[config.mk]
export PLATFORM = sky130hd
export DESIGN_NAME = jpeg_luma_huffman_symbol_decode_top
export DESIGN_NICKNAME = d
export VERILOG_FILES = /design/src/rtl/jlhd_pkg.sv /design/src/rtl/jlhd_symbol_decode.sv /design/src/rtl/jpeg_luma_huffman_symbol_decode_top.sv
export SDC_FILE = /design/constraint.sdc
export NUM_CORES = 1
export LEC_CHECK = 0
export ABC_AREA = 1
export ABC_CLOCK_PERIOD_IN_PS = 10600
export BUFFER_PORTS_ARGS = -buffer_cell sky130_fd_sc_hd__buf_2
export CAP_MARGIN = 20
export CORE_ASPECT_RATIO = 1.75
export CORE_MARGIN = 3
export CORE_UTILIZATION = 50
export DETAILED_ROUTE_END_ITERATION = 10
export GPL_TIMING_DRIVEN = 0
export HOLD_SLACK_MARGIN = 0.15
export PLACE_DENSITY = 0.74
export REMOVE_ABC_BUFFERS = 1
export SYNTH_ARGS = -nofsm -noshare
export SYNTH_HDL_FRONTEND = slang
export SYNTH_SLANG_ARGS = --single-unit
[constraint.sdc]
create_clock -name clock -period 10.6 [get_ports clock]
set_input_delay 2.12 -clock clock [delete_from_list [all_inputs] [get_ports clock]]
set_output_delay 2.12 -clock clock [all_outputs]
set_load 0.02 [all_outputs]
[src/rtl/jlhd_pkg.sv]
// shared constants, code tables and result type for the luminance huffman symbol decoder
package jlhd_pkg;

   // field widths of one input beat and one result beat
   localparam int WindowWidth   = 32;
   localparam int IndexWidth    = 8;
   localparam int LengthWidth   = 5;
   localparam int NibbleWidth   = 4;
   localparam int CoefWidth     = 12;

   // longest ac code, which is also the bits of the window that take part in matching, and the count of ac values
   localparam int AcMaxLen      = 16;
   localparam int AcValueCount  = 162;

   // longest dc prefix and the widest amplitude field
   localparam int DcMaxLen      = 9;
   localparam int DcLongCount   = 6;
   localparam int DcLongFirstLen = 4;
   localparam int DcLongFirstCat = 6;
   localparam int AmpMaxBits    = 11;

   // action codes
   localparam logic ActionAc = 1'b0;
   localparam logic ActionDc = 1'b1;

   // canonical ac code: codes per length, first code and first table index of each length
   localparam logic [7:0] AcCount [AcMaxLen] = '{
      8'd0, 8'd2, 8'd1, 8'd3, 8'd3, 8'd2, 8'd4, 8'd3,
      8'd5, 8'd5, 8'd4, 8'd4, 8'd0, 8'd0, 8'd1, 8'd125
   };

   localparam logic [15:0] AcFirst [AcMaxLen] = '{
      16'd0,    16'd0,    16'd4,     16'd10,    16'd26,    16'd58,    16'd120,   16'd248,
      16'd502,  16'd1014, 16'd2038,  16'd4084,  16'd8176,  16'd16352, 16'd32704, 16'd65410
   };

   localparam logic [7:0] AcBase [AcMaxLen] = '{
      8'd0,  8'd0,  8'd2,  8'd3,  8'd6,  8'd9,  8'd11, 8'd15,
      8'd18, 8'd23, 8'd28, 8'd32, 8'd36, 8'd36, 8'd36, 8'd37
   };

   // dc prefixes for categories 6 to 11: ones then a closing zero
   localparam logic [8:0] DcLongCodes [DcLongCount] = '{
      9'h00E, 9'h01E, 9'h03E, 9'h07E, 9'h0FE, 9'h1FE
   };

   // run/size value of each canonical ac index
   localparam logic [7:0] RunSizeVals [AcValueCount] = '{
      8'h01, 8'h02, 8'h03, 8'h00, 8'h04, 8'h11, 8'h05, 8'h12, 8'h21, 8'h31, 8'h41, 8'h06,
      8'h13, 8'h51, 8'h61, 8'h07, 8'h22, 8'h71, 8'h14, 8'h32, 8'h81, 8'h91, 8'hA1, 8'h08,
      8'h23, 8'h42, 8'hB1, 8'hC1, 8'h15, 8'h52, 8'hD1, 8'hF0, 8'h24, 8'h33, 8'h62, 8'h72,
      8'h82, 8'h09, 8'h0A, 8'h16, 8'h17, 8'h18, 8'h19, 8'h1A, 8'h25, 8'h26, 8'h27, 8'h28,
      8'h29, 8'h2A, 8'h34, 8'h35, 8'h36, 8'h37, 8'h38, 8'h39, 8'h3A, 8'h43, 8'h44, 8'h45,
      8'h46, 8'h47, 8'h48, 8'h49, 8'h4A, 8'h53, 8'h54, 8'h55, 8'h56, 8'h57, 8'h58, 8'h59,
      8'h5A, 8'h63, 8'h64, 8'h65, 8'h66, 8'h67, 8'h68, 8'h69, 8'h6A, 8'h73, 8'h74, 8'h75,
      8'h76, 8'h77, 8'h78, 8'h79, 8'h7A, 8'h83, 8'h84, 8'h85, 8'h86, 8'h87, 8'h88, 8'h89,
      8'h8A, 8'h92, 8'h93, 8'h94, 8'h95, 8'h96, 8'h97, 8'h98, 8'h99, 8'h9A, 8'hA2, 8'hA3,
      8'hA4, 8'hA5, 8'hA6, 8'hA7, 8'hA8, 8'hA9, 8'hAA, 8'hB2, 8'hB3, 8'hB4, 8'hB5, 8'hB6,
      8'hB7, 8'hB8, 8'hB9, 8'hBA, 8'hC2, 8'hC3, 8'hC4, 8'hC5, 8'hC6, 8'hC7, 8'hC8, 8'hC9,
      8'hCA, 8'hD2, 8'hD3, 8'hD4, 8'hD5, 8'hD6, 8'hD7, 8'hD8, 8'hD9, 8'hDA, 8'hE1, 8'hE2,
      8'hE3, 8'hE4, 8'hE5, 8'hE6, 8'hE7, 8'hE8, 8'hE9, 8'hEA, 8'hF1, 8'hF2, 8'hF3, 8'hF4,
      8'hF5, 8'hF6, 8'hF7, 8'hF8, 8'hF9, 8'hFA
   };

   // one decoded symbol
   typedef struct packed {
      logic                          found;
      logic [IndexWidth-1:0]         symbol_index;
      logic [LengthWidth-1:0]        code_length;
      logic [NibbleWidth-1:0]        zero_run;
      logic [NibbleWidth-1:0]        amp_size;
      logic signed [CoefWidth-1:0]   coef_value;
      logic [LengthWidth-1:0]        bits_used;
   } symbol_type;

endpackage

[src/rtl/jlhd_symbol_decode.sv]
// code match, run/size lookup and amplitude sign extension for one bit window
module jlhd_symbol_decode
   import jlhd_pkg::*;
(
   input  logic [WindowWidth-1:0] window,
   input  logic                   action,
   output symbol_type             result
);

   logic [AcMaxLen-1:0]     ac_code;
   logic [AcMaxLen-1:0]     ac_offs;
   logic                    ac_found;
   logic [IndexWidth-1:0]   ac_idx;
   logic [LengthWidth-1:0]  ac_len;
   logic [7:0]              ac_rs;
   logic                    ac_ok;

   logic [2:0]              dc_top3;
   logic [DcMaxLen-1:0]     dc_top9;
   logic                    dc_found;
   logic [NibbleWidth-1:0]  dc_cat;
   logic [LengthWidth-1:0]  dc_len;

   logic                    sel_found;
   logic [IndexWidth-1:0]   sel_idx;
   logic [LengthWidth-1:0]  sel_len;
   logic [NibbleWidth-1:0]  sel_run;
   logic [NibbleWidth-1:0]  sel_size;

   logic [WindowWidth-1:0]  amp_shift;
   logic [AmpMaxBits-1:0]   amp_top;
   logic [AmpMaxBits-1:0]   amp_val;
   logic [AmpMaxBits-1:0]   amp_max;
   logic [CoefWidth-1:0]    coef;

   // ac canonical match, shortest matching length wins
   always_comb begin
      ac_found = 1'b0;
      ac_idx   = '0;
      ac_len   = '0;
      ac_code  = '0;
      ac_offs  = '0;
      for (int k = AcMaxLen; k >= 1; k--) begin
         ac_code = window[WindowWidth-1 -: AcMaxLen] >> (AcMaxLen - k);
         ac_offs = ac_code - AcFirst[k-1];
         if ((ac_code >= AcFirst[k-1]) && (ac_offs < {8'd0, AcCount[k-1]})) begin
            ac_found = 1'b1;
            ac_idx   = AcBase[k-1] + ac_offs[IndexWidth-1:0];
            ac_len   = LengthWidth'(k);
         end
      end
   end

   // run/size lookup for the matched ac index
   assign ac_ok = ac_found && (ac_idx < IndexWidth'(AcValueCount));
   assign ac_rs = ac_ok ? RunSizeVals[ac_idx] : 8'd0;

   // dc category prefix match
   assign dc_top3 = window[WindowWidth-1 -: 3];
   assign dc_top9 = window[WindowWidth-1 -: DcMaxLen];

   always_comb begin
      dc_found = 1'b0;
      dc_cat   = '0;
      dc_len   = '0;
      if (window[WindowWidth-1 -: 2] == 2'b00) begin
         dc_found = 1'b1;
         dc_cat   = '0;
         dc_len   = LengthWidth'(2);
      end else if ((dc_top3 >= 3'd2) && (dc_top3 <= 3'd6)) begin
         dc_found = 1'b1;
         dc_cat   = NibbleWidth'(dc_top3 - 3'd1);
         dc_len   = LengthWidth'(3);
      end else begin
         for (int i = 0; i < DcLongCount; i++) begin
            if ((dc_top9 >> (DcMaxLen - DcLongFirstLen - i)) == DcLongCodes[i]) begin
               dc_found = 1'b1;
               dc_cat   = NibbleWidth'(i + DcLongFirstCat);
               dc_len   = LengthWidth'(i + DcLongFirstLen);
            end
         end
      end
   end

   // pick the table that the action asks for
   always_comb begin
      if (action == ActionDc) begin
         sel_found = dc_found;
         sel_idx   = IndexWidth'(dc_cat);
         sel_len   = dc_len;
         sel_run   = '0;
         sel_size  = dc_cat;
      end else begin
         sel_found = ac_ok;
         sel_idx   = ac_idx;
         sel_len   = ac_len;
         sel_run   = ac_rs[7:4];
         sel_size  = ac_rs[3:0];
      end
   end

   // amplitude bits after the code, negative when the leading bit is zero
   assign amp_shift = window << sel_len;
   assign amp_top   = amp_shift[WindowWidth-1 -: AmpMaxBits];
   assign amp_val   = amp_top >> (NibbleWidth'(AmpMaxBits) - sel_size);
   assign amp_max   = (AmpMaxBits'(1) << sel_size) - AmpMaxBits'(1);

   always_comb begin
      if (sel_size == '0) begin
         coef = '0;
      end else if (amp_top[AmpMaxBits-1]) begin
         coef = {1'b0, amp_val};
      end else begin
         coef = {1'b0, amp_val} - {1'b0, amp_max};
      end
   end

   // no match clears every field
   always_comb begin
      if (sel_found) begin
         result.found        = 1'b1;
         result.symbol_index = sel_idx;
         result.code_length  = sel_len;
         result.zero_run     = sel_run;
         result.amp_size     = sel_size;
         result.coef_value   = coef;
         result.bits_used    = sel_len + LengthWidth'(sel_size);
      end else begin
         result = '0;
      end
   end

endmodule

[src/rtl/jpeg_luma_huffman_symbol_decode_top.sv]
// top level: input register, symbol decode and result register with valid/stall flow control
//
// Decodes one symbol of the standard JPEG luminance Huffman code (AC run/size or DC
// category) from a 32-bit window, first stream bit in bit 31, and sign-extends the
// amplitude bits that follow the code. A beat is taken on every cycle that req_stall
// is low; between a request beat and its result lie one register for the request
// and one for the result, with the whole decode between them. With rsp_stall
// low the block sustains one symbol per cycle. Results leave in request order, and a
// stalled result does not block the next request from entering the input register.
// There is no reset sweep: the code tables are constant logic.
module jpeg_luma_huffman_symbol_decode_top
   import jlhd_pkg::*;
(
   input  logic                         clock,
   input  logic                         reset,

   input  logic                         req_valid,
   output logic                         req_stall,
   input  logic [WindowWidth-1:0]       req_bit_window,
   input  logic                         req_action,

   output logic                         rsp_valid,
   input  logic                         rsp_stall,
   output logic                         rsp_found,
   output logic [IndexWidth-1:0]        rsp_symbol_index,
   output logic [LengthWidth-1:0]       rsp_code_length,
   output logic [NibbleWidth-1:0]       rsp_zero_run,
   output logic [NibbleWidth-1:0]       rsp_amp_size,
   output logic signed [CoefWidth-1:0]  rsp_coef_value,
   output logic [LengthWidth-1:0]       rsp_bits_used
);

   logic                    in_valid_ff, in_valid_in;
   logic [WindowWidth-1:0]  in_window_ff;
   logic                    in_action_ff;
   logic                    out_valid_ff, out_valid_in;
   symbol_type              out_res_ff;
   symbol_type              dec_res;
   logic                    out_free;
   logic                    in_take;
   logic                    out_take;

   // flow control between the two registers
   assign out_free     = !out_valid_ff || !rsp_stall;
   assign req_stall    = in_valid_ff && !out_free;
   assign in_take      = req_valid && !req_stall;
   assign out_take     = in_valid_ff && out_free;
   assign in_valid_in  = req_stall ? 1'b1 : req_valid;
   assign out_valid_in = out_free ? in_valid_ff : 1'b1;

   always_ff @(posedge clock) begin
      if (reset) begin
         in_valid_ff  <= 1'b0;
         out_valid_ff <= 1'b0;
      end else begin
         in_valid_ff  <= in_valid_in;
         out_valid_ff <= out_valid_in;
      end
   end

   // request beat capture
   always_ff @(posedge clock) begin
      if (in_take) begin
         in_window_ff <= req_bit_window;
         in_action_ff <= req_action;
      end
   end

   jlhd_symbol_decode u_decode (
      .window (in_window_ff),
      .action (in_action_ff),
      .result (dec_res)
   );

   // result beat capture
   always_ff @(posedge clock) begin
      if (out_take) begin
         out_res_ff <= dec_res;
      end
   end

   assign rsp_valid        = out_valid_ff;
   assign rsp_found        = out_res_ff.found;
   assign rsp_symbol_index = out_res_ff.symbol_index;
   assign rsp_code_length  = out_res_ff.code_length;
   assign rsp_zero_run     = out_res_ff.zero_run;
   assign rsp_amp_size     = out_res_ff.amp_size;
   assign rsp_coef_value   = out_res_ff.coef_value;
   assign rsp_bits_used    = out_res_ff.bits_used;

   // a full input register behind a stalled result must hold off the requester
   a_stall_backpressure: assert property (@(posedge clock) disable iff (reset)
      (in_valid_ff && out_valid_ff && rsp_stall) |-> req_stall)
      else $error("request taken while both registers are full");

   // an unmatched code leaves the index, code length, size, coefficient and bit count clear
   a_miss_clear: assert property (@(posedge clock) disable iff (reset)
      (rsp_valid && !rsp_found) |-> (rsp_symbol_index == '0 && rsp_code_length == '0 &&
         rsp_amp_size == '0 && rsp_coef_value == '0 && rsp_bits_used == '0))
      else $error("missed code with non-zero fields");

   // a matched symbol has a real code length and consistent bit count
   a_hit_length: assert property (@(posedge clock) disable iff (reset)
      (rsp_valid && rsp_found) |-> (rsp_code_length != '0 &&
         rsp_code_length <= LengthWidth'(AcMaxLen) &&
         rsp_bits_used == rsp_code_length + LengthWidth'(rsp_amp_size)))
      else $error("matched symbol with bad code length");

   // size zero gives a zero coefficient
   a_size_zero: assert property (@(posedge clock) disable iff (reset)
      (rsp_valid && rsp_found && rsp_amp_size == '0) |-> (rsp_coef_value == '0))
      else $error("zero-size symbol with non-zero coefficient");

endmodule
## Yosys cells after proc, flatten, opt, wreduce, memory -nomap -nowiden

Memory sizes are Yosys's and may differ from the RTL's.
Cells that the tools add are included.

- Register bits after elaboration: 74
- Memory bits (read-only): 2,048
- Input port bits: 37
- Output and inout port bits: 41
- Logic and storage cells: 212
- Memories: 1

- Add/sub/neg operators: 33
- $lt $le $gt $ge: 36
- Equal/unequal tests: 6
- Shifts and indexed selects: 3
- Muxes and demuxes: 85
- Bitwise gates (word level): 3
- Reductions and logical operators: 32

Memories:

| name | depth | bits a word | rd ports | clocked after memory_dff | write ports | RTL line | RTL |
|---|---|---|---|---|---|---|---|
| (name not given) | 256 | 8 | 1 | 0 | 0 | jlhd_symbol_decode.sv:56 | `assign ac_rs = ac_ok ? RunSizeVals[ac_idx] : 8'd0;` |

Operators by type and width:

| kind | number |
|---|---|
| 2-to-1 mux 8 bit | 20 |
| 2-to-1 mux 5 bit | 19 |
| < comparator 16 x 3 -> 1 bit (second input constant) | 5 |
| < comparator 16 x 1 -> 1 bit (second input constant) | 4 |
| < comparator 16 x 2 -> 1 bit (second input constant) | 4 |
| adder 6 x 8 -> 8 bit (first input constant) | 5 |
| 2-to-1 mux 4 bit | 10 |
| 2-to-1 mux 39 bit | 1 |
| << shifter 32 x 5 -> 32 bit | 1 |
| 2-to-1 mux 1 bit | 27 |
| adder 4 x 8 -> 8 bit (first input constant) | 3 |
| adder 5 x 8 -> 8 bit (first input constant) | 3 |
| 2-to-1 mux 12 bit | 2 |
| logical AND 1 bit | 21 |
| >= comparator 9 bit (second input constant) | 2 |
| 2-to-1 mux 3 bit | 6 |
| adder 2 x 8 -> 8 bit (first input constant) | 2 |
| >= comparator 16 bit (second input constant) | 1 |
| < comparator 16 x 7 -> 1 bit (second input constant) | 1 |
| subtractor 15 x 15 -> 16 bit (second input constant) | 1 |
| subtractor 16 bit (second input constant) | 1 |
| >= comparator 15 bit (second input constant) | 1 |
| subtractor 14 x 14 -> 15 bit (second input constant) | 1 |
| >= comparator 14 bit (second input constant) | 1 |
| 50 further kinds | 56 |

## Depth between registers and ports, before layout

Gate-level depths: netlist of run 1.

- Word-level depth: 31
- Depth in mapped cells: 62
- Gate-level depth less buffers: 58

## Cells and area by module

A second synthesis of run 1 with hierarchy kept.

- Cells, all modules: 1,712
- Area total of the unflattened synthesis: 10,969.3 µm²

By module, submodules not included:

| module | instances | cells an instance | area each (µm²) | sequential area each (µm²) |
|---|---|---|---|---|
| jlhd_symbol_decode | 1 | 1,628 | 8,715.9 | 0.0 |
| jpeg_luma_huffman_symbol_decode_top | 1 | 84 | 2,253.4 | 2,202.1 |

## Worst setup path before layout of run 1

OpenSTA, ideal clock, no wires.

- Path kind: register -> register
- From: register in_window_ff[23]
- To: register out_res_ff, in the netlist rsp_coef_value[9], data pin
- Library setup time: 0.256 ns
- Arrival time: 6.428 ns
- Data required time: 10.344 ns
- Slack: 3.916 ns
- Cell stages (with the launch flop): 61
- Path buffers: 3
- Period minus slack after synthesis: 6.684 ns
- Path through: edfxtp_1 > inv_1 > ha_1 > nand2_1 > nand2_1 > nand2_1 > clkinv_1 > nand2_1 > nand3_1 > nor2_2 > nand2_1 > buf_6 > inv_2 > nand2_1 > nand2_1 > inv_1 > nand2_1 > nand2_1 > [... 25 more ...] > buf_4 > nand3_1 > nand3_1 > inv_1 > ha_1 > a21oi_1 > o21ai_0 > a21oi_1 > o21bai_1 > a21oi_1 > o21bai_1 > a21oi_1 > inv_1 > a21oi_1 > inv_1 > or2_2 > nand3_1 > a21oi_1

- Word-level cells in the longest chain between the ends: 29
- Elaborated cells between the ends (all ways): 118
- Classes of those cells: add/sub (19); order compare (17); eq/ne (1); shift (3); mux (64); bitwise (2); reduce/logical (11); memory (1)

RTL lines:

| what | RTL line | RTL |
|---|---|---|
| start, declared | jpeg_luma_huffman_symbol_decode_top.sv:34 | `logic [WindowWidth-1:0] in_window_ff;` |
| start signal, assigned | jpeg_luma_huffman_symbol_decode_top.sv:64 | `in_window_ff <= req_bit_window;` |
| subtractor 16 bit | jlhd_symbol_decode.sv:45 | `ac_offs = ac_code - AcFirst[k-1];` |
| < comparator 16 x 7 -> 1 bit | jlhd_symbol_decode.sv:46 | `if ((ac_code >= AcFirst[k-1]) && (ac_offs < {8'd0, AcCount[k-1]})) begin` |
| logical AND 1 bit | jlhd_symbol_decode.sv:46 |  |
| 2-to-1 mux 8 bit (16 in series) | jlhd_symbol_decode.sv:46 |  |
| inverter 8 -> 9 bit (implied by the code) | jlhd_symbol_decode.sv:56 |  |
| memory read (256 x 8 bit) | - |  |
| 2-to-1 mux 8 bit (implied by the code) (2 in series) | jlhd_symbol_decode.sv:56 |  |
| 2-to-1 mux 8 bit | jlhd_symbol_decode.sv:56 |  |
| 2-to-1 mux 4 bit (*) | jlhd_symbol_decode.sv:87 | `if (action == ActionDc) begin` |
| via u_decode.sel_size[2] | jlhd_symbol_decode.sv:28 | `logic [NibbleWidth-1:0] sel_size;` |
| subtractor 4 bit / << shifter 1 x 4 -> 11 bit (equally long branches) | jlhd_symbol_decode.sv:105, jlhd_symbol_decode.sv:106 |  |
| right shift 11 x 4 -> 11 bit / subtractor 11 x 2 -> 11 bit (equally long branches) | jlhd_symbol_decode.sv:105, jlhd_symbol_decode.sv:106 |  |
| subtractor 11 x 11 -> 12 bit | jlhd_symbol_decode.sv:114 | `coef = {1'b0, amp_val} - {1'b0, amp_max};` |
| 2-to-1 mux 12 bit | jlhd_symbol_decode.sv:111 | `end else if (amp_top[AmpMaxBits-1]) begin` |
| end signal, assigned | jpeg_luma_huffman_symbol_decode_top.sv:78 | `out_res_ff <= dec_res;` |
| end, declared | jpeg_luma_huffman_symbol_decode_top.sv:37 | `symbol_type out_res_ff;` |

Mark *: on every way through the listed nets, which the timed path passes. The rest lies on a longest branch. The select of a mux whose other input is x is not followed.
A chain may end at the register's enable or synchronous reset.

## Final worst setup path of run 1

- From: register in_window_ff[28]
- To: register out_res_ff, in the netlist rsp_coef_value[10], data pin

- Word-level cells in the longest chain between the ends: 29
- Elaborated cells between the ends (all ways): 158
- Classes of those cells: add/sub (24); order compare (27); eq/ne (6); shift (3); mux (79); bitwise (2); reduce/logical (16); memory (1)

RTL lines:

| what | RTL line |
|---|---|
| subtractor 16 bit | jlhd_symbol_decode.sv:45 |
| < comparator 16 x 7 -> 1 bit | jlhd_symbol_decode.sv:46 |
| logical AND 1 bit | jlhd_symbol_decode.sv:46 |
| 2-to-1 mux 8 bit (16 in series) | jlhd_symbol_decode.sv:46 |
| inverter 8 -> 9 bit (implied by the code) | jlhd_symbol_decode.sv:56 |
| memory read (256 x 8 bit) | - |
| 2-to-1 mux 8 bit (implied by the code) (2 in series) | jlhd_symbol_decode.sv:56 |
| 2-to-1 mux 8 bit | jlhd_symbol_decode.sv:56 |
| 2-to-1 mux 4 bit | jlhd_symbol_decode.sv:87 |
| subtractor 4 bit / << shifter 1 x 4 -> 11 bit (equally long branches) | jlhd_symbol_decode.sv:105, jlhd_symbol_decode.sv:106 |
| right shift 11 x 4 -> 11 bit / subtractor 11 x 2 -> 11 bit (equally long branches) | jlhd_symbol_decode.sv:105, jlhd_symbol_decode.sv:106 |
| subtractor 11 x 11 -> 12 bit | jlhd_symbol_decode.sv:114 |
| 2-to-1 mux 12 bit | jlhd_symbol_decode.sv:111 |

Several ways; a longest one is shown, not always the timed one. The select of a mux whose other input is x is not followed.

==> metrics, run 1 <==
status=completed; Startpoint Class=flip-flop; largest family of logic cells by synthesized area=simple AND/OR/NAND/NOR gates; GRT Total Usage=29.2%; Post-Synth XOR/XNOR Area=3.43%; Maximum Capacitance Violations=0; #FFs+latches synth=74; r2r startpoint=in_window_ff[28]; clock buffer count from CTS=9; Routability Congestion=0.976; WS Path Type=reg2reg; largest net degree at the start of global routing=41; Worst Hold Class=reg2reg; Post-synth EDFFs=72; first-pass GRT wire length=between 50000 and 60000 um; unrepaired setup endpoints after global routing=no; Worst slew margin=between 15 and 20%; Resize count post-CTS=0; vias in the first global route=roughly 10000; unique cell type count in the Yosys netlist=60; Final Hold Viols=0; Starting Density=51.2%; Nets=1758; via count=10805; Final TNS setup=0 ns; post-synthesis sequential area ratio=between 20 and 25%; Reg clk slew, reported paths=approximately 0.070 ns; DR pass1 iterations=5; simple-gate share of the synthesized area=36.6%; DRT antenna net count=0; Clock Tree Root=clkbuf_16; Clock Skew=approximately 0.015 ns; slowest stage delay, CP=0.92 ns; Worst Path Max Fanout=20; VDD IR max=0.136 mV; CTS tree=done; Die Height=195 um; worst skew pair latency=0.37 ns; drt first-iter violations=a little over 800; period utilization=89.3%; Most used DFF post-synth=edfxtp_1; Slowest-stage cell, CP=edfxtp_1; fraction of registers with async set/reset=0%; Synthesis Warnings=0; DRC=0; Synth Area in Compound Gates=~16%; hold_buf cts=0; total grt overflow=0; Synth-to-Final Area Change=7.67%; ANT cells=0; min Tclk post-route=about 9.5 ns; setup violators final=0; row cnt=68; Hold Path Origin=in_valid_ff; initial antenna violation count=0; I/O pin total=78; Setup crit start=in_window_ff[28]; hold slack=0.534 ns; adder-cell share of the synthesized area=11.8%; share of cells above drive strength 1=12.4%; Die ar.=between 20000 and 25000 um2; CP endpoint kind=flip-flop; Clock Path Buffers=2; IO Port Bufs=77; synthesized instance count=1588; most used cell, CP=nand2_1; worst slew pin tran=1.25 ns; core footprint=19900 um2; Pleak=5.37 nW; routed vias/inst=about 5.8; die width=approximately 110 um; drt total wl=32600 um; Fmax=0.106 GHz; average cell area after synthesis=6.42 um2; postcts setup bufs=0; post-synthesis mux area share=0.196%; power per cell area=107 nW/um2; fin. max-slew vios=0; H-tree Lvls=3; Util after Layout=55.2%; clock sinks=74; WP data required=10.79 ns; Post-DP HPWL=~25000 um; WL per Instance=17.4 um; mapped cell area=10200 um2; worst path arrival time=9.66 ns
final timing paths:
kind	slack, ns	cells after the start	end
worst max register to register	1.13	45	rsp_coef_value[10]
worst max-delay path	1.13	45	rsp_coef_value[10]
worst min-delay path	0.53	2	rsp_valid
worst min register to register	0.53	2	rsp_valid
cell type report:
class | count | area, um2
flip-flops and latches | 74 | 2200
fillers | 2064 | 8920
well taps | 245 | 307
inverters | 201 | 769
repair buffers | 81 | 465
multi-input cells | 1259 | 6920
clock buffers | 9 | 225
clock inverters | 7 | 92.6
power breakdown:
group          switching [mW]  internal [mW]  leakage (nW)
clock network           0.140          0.206         0.149
logic                   0.305          0.158          4.49
registers              0.0209          0.345         0.729
total                   0.467          0.709          5.37
Yosys cell counts (8+ instances only):
cell,count,area (um2)
nand2_1,469,1760
nor2_2,15,93.8
a21oi_1,80,400
nand2_2,17,106
xnor2_1,11,96.3
inv_2,27,101
o211ai_1,14,105
o21ai_1,34,170
buf_4,8,60.1
buf_2,21,105
buf_6,8,90.1
o21ai_0,98,490
nor3_1,13,65.1
nand3_2,9,90.1
nor2_1,121,454
xor2_1,29,254
clkbuf_1,16,60.1
inv_1,160,601
nand4_1,19,119
clkinv_1,9,33.8
a211oi_1,8,60.1
ha_1,93,1160
a31oi_1,8,50.1
edfxtp_1,72,2160
nand3_1,146,731
logic make-up after synthesis:
| family | Yosys count |
|---|---|
| compound gates | 277 |
| fa+ha+maj | 95 |
| simple gates | 845 |
| flops | 74 |
| buf+inv | 255 |
| xor+xnor | 40 |
| mux | 2 |
critical path, delay by kind of cell, from the launching register on:
family                     cells  cell delay, ns
and+or+nand+nor               21            3.17
buffers and inverters          8            1.83
adders and majority gates      5            1.76
AOI/OAI and AO/OA             10            1.46
DFF                            1            0.92
xor gates and xnor gates       1            0.14
per-layer routing:
metal	share of wire, %	vias to the layer above	routed length [um]	track usage [%]
li1	-	5314	-	-
met5	0	-	0	0
met2	52	421	17000	52.7
met1	37	4944	12000	31.5
met4	6.2	0	2040	18.7
met3	5.1	126	1660	3.30
state kept, by name, indices dropped and copies added, names as in the netlist:
register,count
rsp_bits_used,5
rsp_coef_value,12
in_valid_ff,1
rsp_valid,1
rsp_code_length,5
in_action_ff,1
rsp_zero_run,4
in_window_ff,32
rsp_found,1
rsp_symbol_index,8
rsp_amp_size,4
cells in the final DEF, fill, tap and decap left out, types with 8 or more instances in the layout:
| cell | synthesis | routed |
|---|---|---|
| clkinv_1 | 9 | 10 |
| buf_2 | 21 | 78 |
| nor2_2 | 15 | 15 |
| edfxtp_1 | 72 | 72 |
| nor3_1 | 13 | 13 |
| nand3_1 | 146 | 146 |
| xnor2_1 | 11 | 11 |
| a211oi_1 | 8 | 8 |
| o21ai_1 | 34 | 34 |
| inv_1 | 160 | 160 |
| nand4_1 | 19 | 19 |
| nand2_1 | 469 | 469 |
| o211ai_1 | 14 | 14 |
| nor2_1 | 121 | 121 |
| clkbuf_16 | 0 | 9 |
| nand3_2 | 9 | 9 |
| a21oi_1 | 80 | 79 |
| ha_1 | 93 | 93 |
| a31oi_1 | 8 | 8 |
| nand2_2 | 17 | 17 |
| inv_2 | 27 | 27 |
| xor2_1 | 29 | 29 |
| o21ai_0 | 98 | 98 |
per-stage QoR:
step	total power, mW	std cells	setup slack, ns	instance area (um2)
floorplan	0.707	1534	3.55	9880
global placement	0.816	1856	1.32	10600
detailed placement	0.827	1860	1.34	10700
CTS	1.18	1876	1.25	11000
global route	1.25	1876	0.418	11000
finish	1.18	1876	1.13	11000
Note: power is estimated with default switching activity, not from simulation.
==> inputs of run 2 (changes only) <==
--- a/config.mk
+++ b/config.mk
@@ -11,11 +11,11 @@
 export CAP_MARGIN = 20
 export CORE_ASPECT_RATIO = 1.75
 export CORE_MARGIN = 3
-export CORE_UTILIZATION = 50
+export CORE_UTILIZATION = 60
 export DETAILED_ROUTE_END_ITERATION = 10
 export GPL_TIMING_DRIVEN = 0
 export HOLD_SLACK_MARGIN = 0.15
-export PLACE_DENSITY = 0.74
+export PLACE_DENSITY = 0.86
 export REMOVE_ABC_BUFFERS = 1
 export SYNTH_ARGS = -nofsm -noshare
 export SYNTH_HDL_FRONTEND = slang
==> metrics, run 2 (synthesized netlist as in run 1, its figures left out) <==
Maximum Capacitance Violations=0; Nets=approximately 1800; worst-case reg-to-reg path depth=36; hold_buf cts=0; total grt overflow=0; period utilization=90.1%; routed vias/inst=about 6; Fmax=0.105 GHz; clock sinks=74; Startpoint Class=flip-flop; Multi-input gate area=6920 um2; slowest stage delay, CP=0.90 ns; worst slew pin tran=1.25 ns; hold path depth=2; Worst Path Max Fanout=32; ANT cells=0; Starting Density=between 60% and 70%; Inst Count DP=1839; drt first-iter violations=815; Die Height=179 um; worst path arrival time=approximately 9.6 ns; min Tclk post-route=9.55 ns; DR pass1 iterations=5; first-pass GRT wire length=between 50000 and 60000 um; largest net degree at the start of global routing=42; Slowest-stage cell, CP=edfxtp_1; Final Hold Viols=0; max reg flops=32; IO Port Bufs=77; die width=105 um; I/O pin total=78; hold slack=0.546 ns; VDD IR max=0.0795 mV; DP Area=10600 um2; Final TNS setup=0 ns; most common cell after layout, fill and taps aside=nand2_1; Critical R2R Capture=rsp_coef_value[10]; DRC=0; Clock Skew=0.0110 ns; setup violators final=0; WS Path Type=reg2reg; H-tree Lvls=3; Synth-to-Final Area Change=7.73%; register area=roughly 2200 um2; # fillers=approximately 1500; vias in the first global route=10763; Worst slew margin=between 10% and 20%; Pleak=~5.4 nW; Reg clk slew, reported paths=0.06 ns; status=completed; r2r startpoint=in_window_ff[28]; r2r setup slk=1.05 ns; Setup crit start=in_window_ff[28]; hold worst-path end=rsp_valid; Clock Path Buffers=2; most used cell, CP=nand2_1; clock buffer count from CTS=9; postcts setup bufs=0; core footprint=16500 um2; initial antenna violation count=0; DRT antenna net count=0; final instance area=11000 um2; via count=between 10000 and 15000; worst skew pair latency=between 0.3 and 0.4 ns; Largest Register=in_window_ff; drt total wl=32400 um; power per cell area=108 nW/um2; unrepaired setup endpoints after global routing=no; Routability Congestion=0.995; CP endpoint kind=flip-flop; WP data required=10.68 ns; post-route insts no fill=roughly 1900; Post-DP HPWL=approximately 25000 um; WL per Instance=17.4 um; Die ar.=18700 um2; row cnt=slightly above 60; fin. max-slew vios=0; cell family with the largest share of critical-path delay=compound AO/OA/AOI/OAI gates; most frequent cells in the layout=nand2_1 (469), inv_1 (160), nand3_1 (146); Clock Tree Root=clkbuf_16; Hold Path Origin=in_valid_ff; Resize count post-CTS=0; share of cells above drive strength 1=12.5%; Util after Layout=66.5%; Buf/Inv on CP=8; CTS tree=done; GRT Total Usage=34.7%; Worst Hold Class=reg2reg
run 2: report_power, final:
group          leakage [nW]  total, mW  switching, mW  internal, mW
Sequential            0.729      0.366         0.0208         0.345
Combinational          4.50      0.472          0.314         0.159
Clock                 0.159      0.353          0.122         0.231
Total                  5.39       1.19          0.456         0.734
run 2: cell type report:
cell class	count	share of cell area (%)
Clock buffer	10	2.08
Tap cell	224	2.55
Inverter	201	7.00
Clock inverter	6	1.04
Multi-Input combinational cell	1259	63.0
Timing Repair Buffer	82	4.30
Sequential cell	74	20.0
run 2: worst max-delay path by stage:
stage,endpoint,cells past startpoint
floorplan,rsp_coef_value[9],44
global placement,rsp_coef_value[9],42
detailed placement,rsp_coef_value[9],42
CTS,rsp_coef_value[9],42
global route,rsp_coef_value[10],36
finish,rsp_coef_value[10],36
run 2: stage by stage:
stage	setup slack (ns)	power (mW)
after floorplan	3.55	0.707
after global placement	1.42	0.810
after detailed placement	1.31	0.831
after CTS	1.27	1.18
after global routing	0.332	1.27
final	1.05	1.19
run 2: tightest hold or removal path, stage by stage, from the launching register on:
cell     delay (ns)
dfxtp_1        0.30
inv_1          0.12
a21oi_1        0.09
run 2: layer usage:
metal | global-route usage, % | routed length, um | share of wire (%)
met4 | 24.2 | 2430 | 7.5
met1 | 35.6 | 11400 | 35
met3 | 3.98 | 1800 | 5.6
met5 | 0 | 0 | 0
met2 | 65.3 | 16700 | 52
==> inputs of run 3 (changes only) <==
--- a/config.mk
+++ b/config.mk
@@ -12,11 +12,13 @@
 export CORE_ASPECT_RATIO = 1.75
 export CORE_MARGIN = 3
 export CORE_UTILIZATION = 60
+export CTS_BUF_LIST = sky130_fd_sc_hd__clkbuf_8
 export DETAILED_ROUTE_END_ITERATION = 10
 export GPL_TIMING_DRIVEN = 0
 export HOLD_SLACK_MARGIN = 0.15
 export PLACE_DENSITY = 0.86
 export REMOVE_ABC_BUFFERS = 1
+export SKIP_CTS_REPAIR_TIMING = 1
 export SYNTH_ARGS = -nofsm -noshare
 export SYNTH_HDL_FRONTEND = slang
 export SYNTH_SLANG_ARGS = --single-unit
==> metrics, run 3 (synthesized netlist as in run 1, its figures left out) <==
status=completed; GRT Total Usage=34.4%; most used cell, CP=nand2_1; Final Total Pwr=between 1 and 1.5 mW; Final Hold Viols=0; worst skew pair latency=0.37 ns; power per cell area=roughly 100 nW/um2; period utilization=approximately 89%; Hold Path Origin=in_valid_ff; Clock Tree Root=clkbuf_8; most frequent cells in the layout=nand2_1 (469), inv_1 (161), nand3_1 (146); Clock Path Buffers=2; Worst Hold Class=reg2reg; core footprint=16500 um2; Post-DP HPWL=24600 um; Startpoint Class=flip-flop; DRT antenna net count=0; Worst slew margin=roughly 18%; routed vias/inst=between 5 and 6; Buf/Inv on CP=8; worst-case reg-to-reg path depth=42; unrepaired setup endpoints after global routing=no; Fmax=0.106 GHz; Pleak=5.34 nW; post-route insts no fill=around 1900; drt first-iter violations=871; Final TNS setup=0 ns; WP data required=10.71 ns; WL per Instance=~17 um; fin. max-slew vios=0; clock buffer count from CTS=9; row cnt=62; cell family with the largest share of critical-path delay=simple AND/OR/NAND/NOR gates; DRC=0; Clock Skew=0.0174 ns; via count=approximately 11000; ANT cells=0; share of cells above drive strength 1=12.5%; hold worst-path end=rsp_valid; H-tree Lvls=3; IO Port Bufs=slightly below 80; Critical R2R Capture=rsp_coef_value[9]; drt total wl=31900 um; CTS tree=done; Worst Path Max Fanout=20; DR pass1 iterations=6; Die ar.=18700 um2; min Tclk post-route=9.47 ns; Inst Count DP=around 1800; total grt overflow=0; Maximum Capacitance Violations=0; initial antenna violation count=0; Largest Register=in_window_ff; Nets=1759; hold path depth=2; largest net degree at the start of global routing=42; VDD IR max=just under 0.08 mV; hold slack=roughly 0.55 ns; Synth-to-Final Area Change=6.73%; setup violators final=0; Die Height=179 um; worst path arrival time=9.57 ns; r2r startpoint=in_window_ff[28]; met2 usage=between 60% and 70%; DP Area=10600 um2; worst slew pin tran=1.23 ns; die width=105 um; global routing's busiest layer=met2; Routability Congestion=roughly 1.0; global routing met3 resource utilization=4.38%; CP endpoint kind=flip-flop; max reg flops=32; most common cell after layout, fill and taps aside=nand2_1; Reg clk slew, reported paths=0.09 ns; first-pass GRT wire length=between 50000 and 60000 um; WS Path Type=reg2reg; vias in the first global route=10658; Starting Density=61.7%; I/O pin total=just under 80; final instance area=10900 um2; slowest stage delay, CP=0.90 ns; clock sinks=74; met1 usage=between 30% and 40%; r2r setup slk=1.13 ns; Slowest-stage cell, CP=edfxtp_1
## run 3: cell types whose count changed in the layout (fill, tap and decap cells not counted)
| cell | before | now |
|---|---|---|
| clkbuf_16 | 9 | 0 |
| inv_1 | 160 | 161 |
| clkbuf_8 | 0 | 9 |
| clkbuf_1 | 1 | 0 |
## run 3: power by group
part           total, mW  internal [mW]  leakage (nW)  switching, mW
clock network      0.269          0.156         0.117          0.113
logic              0.470          0.159          4.50          0.311
registers          0.365          0.344         0.729         0.0207
total               1.10          0.659          5.34          0.445
## run 3: routing by layer
| layer | vias up | wire, um | part of all wire [%] |
|---|---|---|---|
| met5 | - | 0 | 0 |
| met1 | 4951 | 11300 | 35 |
| met4 | 0 | 2480 | 7.8 |
| met3 | 176 | 1850 | 5.8 |
| met2 | 506 | 16300 | 51 |
| li1 | 5327 | - | - |
## run 3: layout make-up
type | instances | area (um2)
Inverter | 201 | 769
Sequential cell | 74 | 2200
Timing Repair Buffer | 82 | 473
Fill cell | 1556 | 5630
Tap cell | 224 | 280
Clock inverter | 7 | 118
Clock buffer | 9 | 124
Multi-Input combinational cell | 1259 | 6920
## run 3: how the worst max path moves through the flow
| stage | from | end | cells after the start | slack [ns] |
|---|---|---|---|---|
| finish | in_window_ff[28] | rsp_coef_value[9] | 42 | 1.13 |
| global route | in_window_ff[28] | rsp_coef_value[10] | 36 | 0.39 |
| CTS | in_window_ff[28] | rsp_coef_value[9] | 42 | 1.27 |
| detailed placement | in_window_ff[28] | rsp_coef_value[9] | 42 | 1.31 |
| global placement | in_window_ff[28] | rsp_coef_value[9] | 42 | 1.42 |
| floorplan | in_window_ff[28] | rsp_coef_value[9] | 44 | 3.55 |
## run 3: tightest hold or removal path, delay by kind of cell (launching register included)
family / cells / cell delay, ns
flops: 1 / 0.31
buf+inv: 1 / 0.12
compound gates: 1 / 0.09
## run 3: metrics by stage
stage               setup WS [ns]  util [%]
global route                0.393      65.9
detailed placement           1.31      64.4
CTS                          1.27      65.9
floorplan                    3.55         -
global placement             1.42      63.8
finish                       1.13      65.9
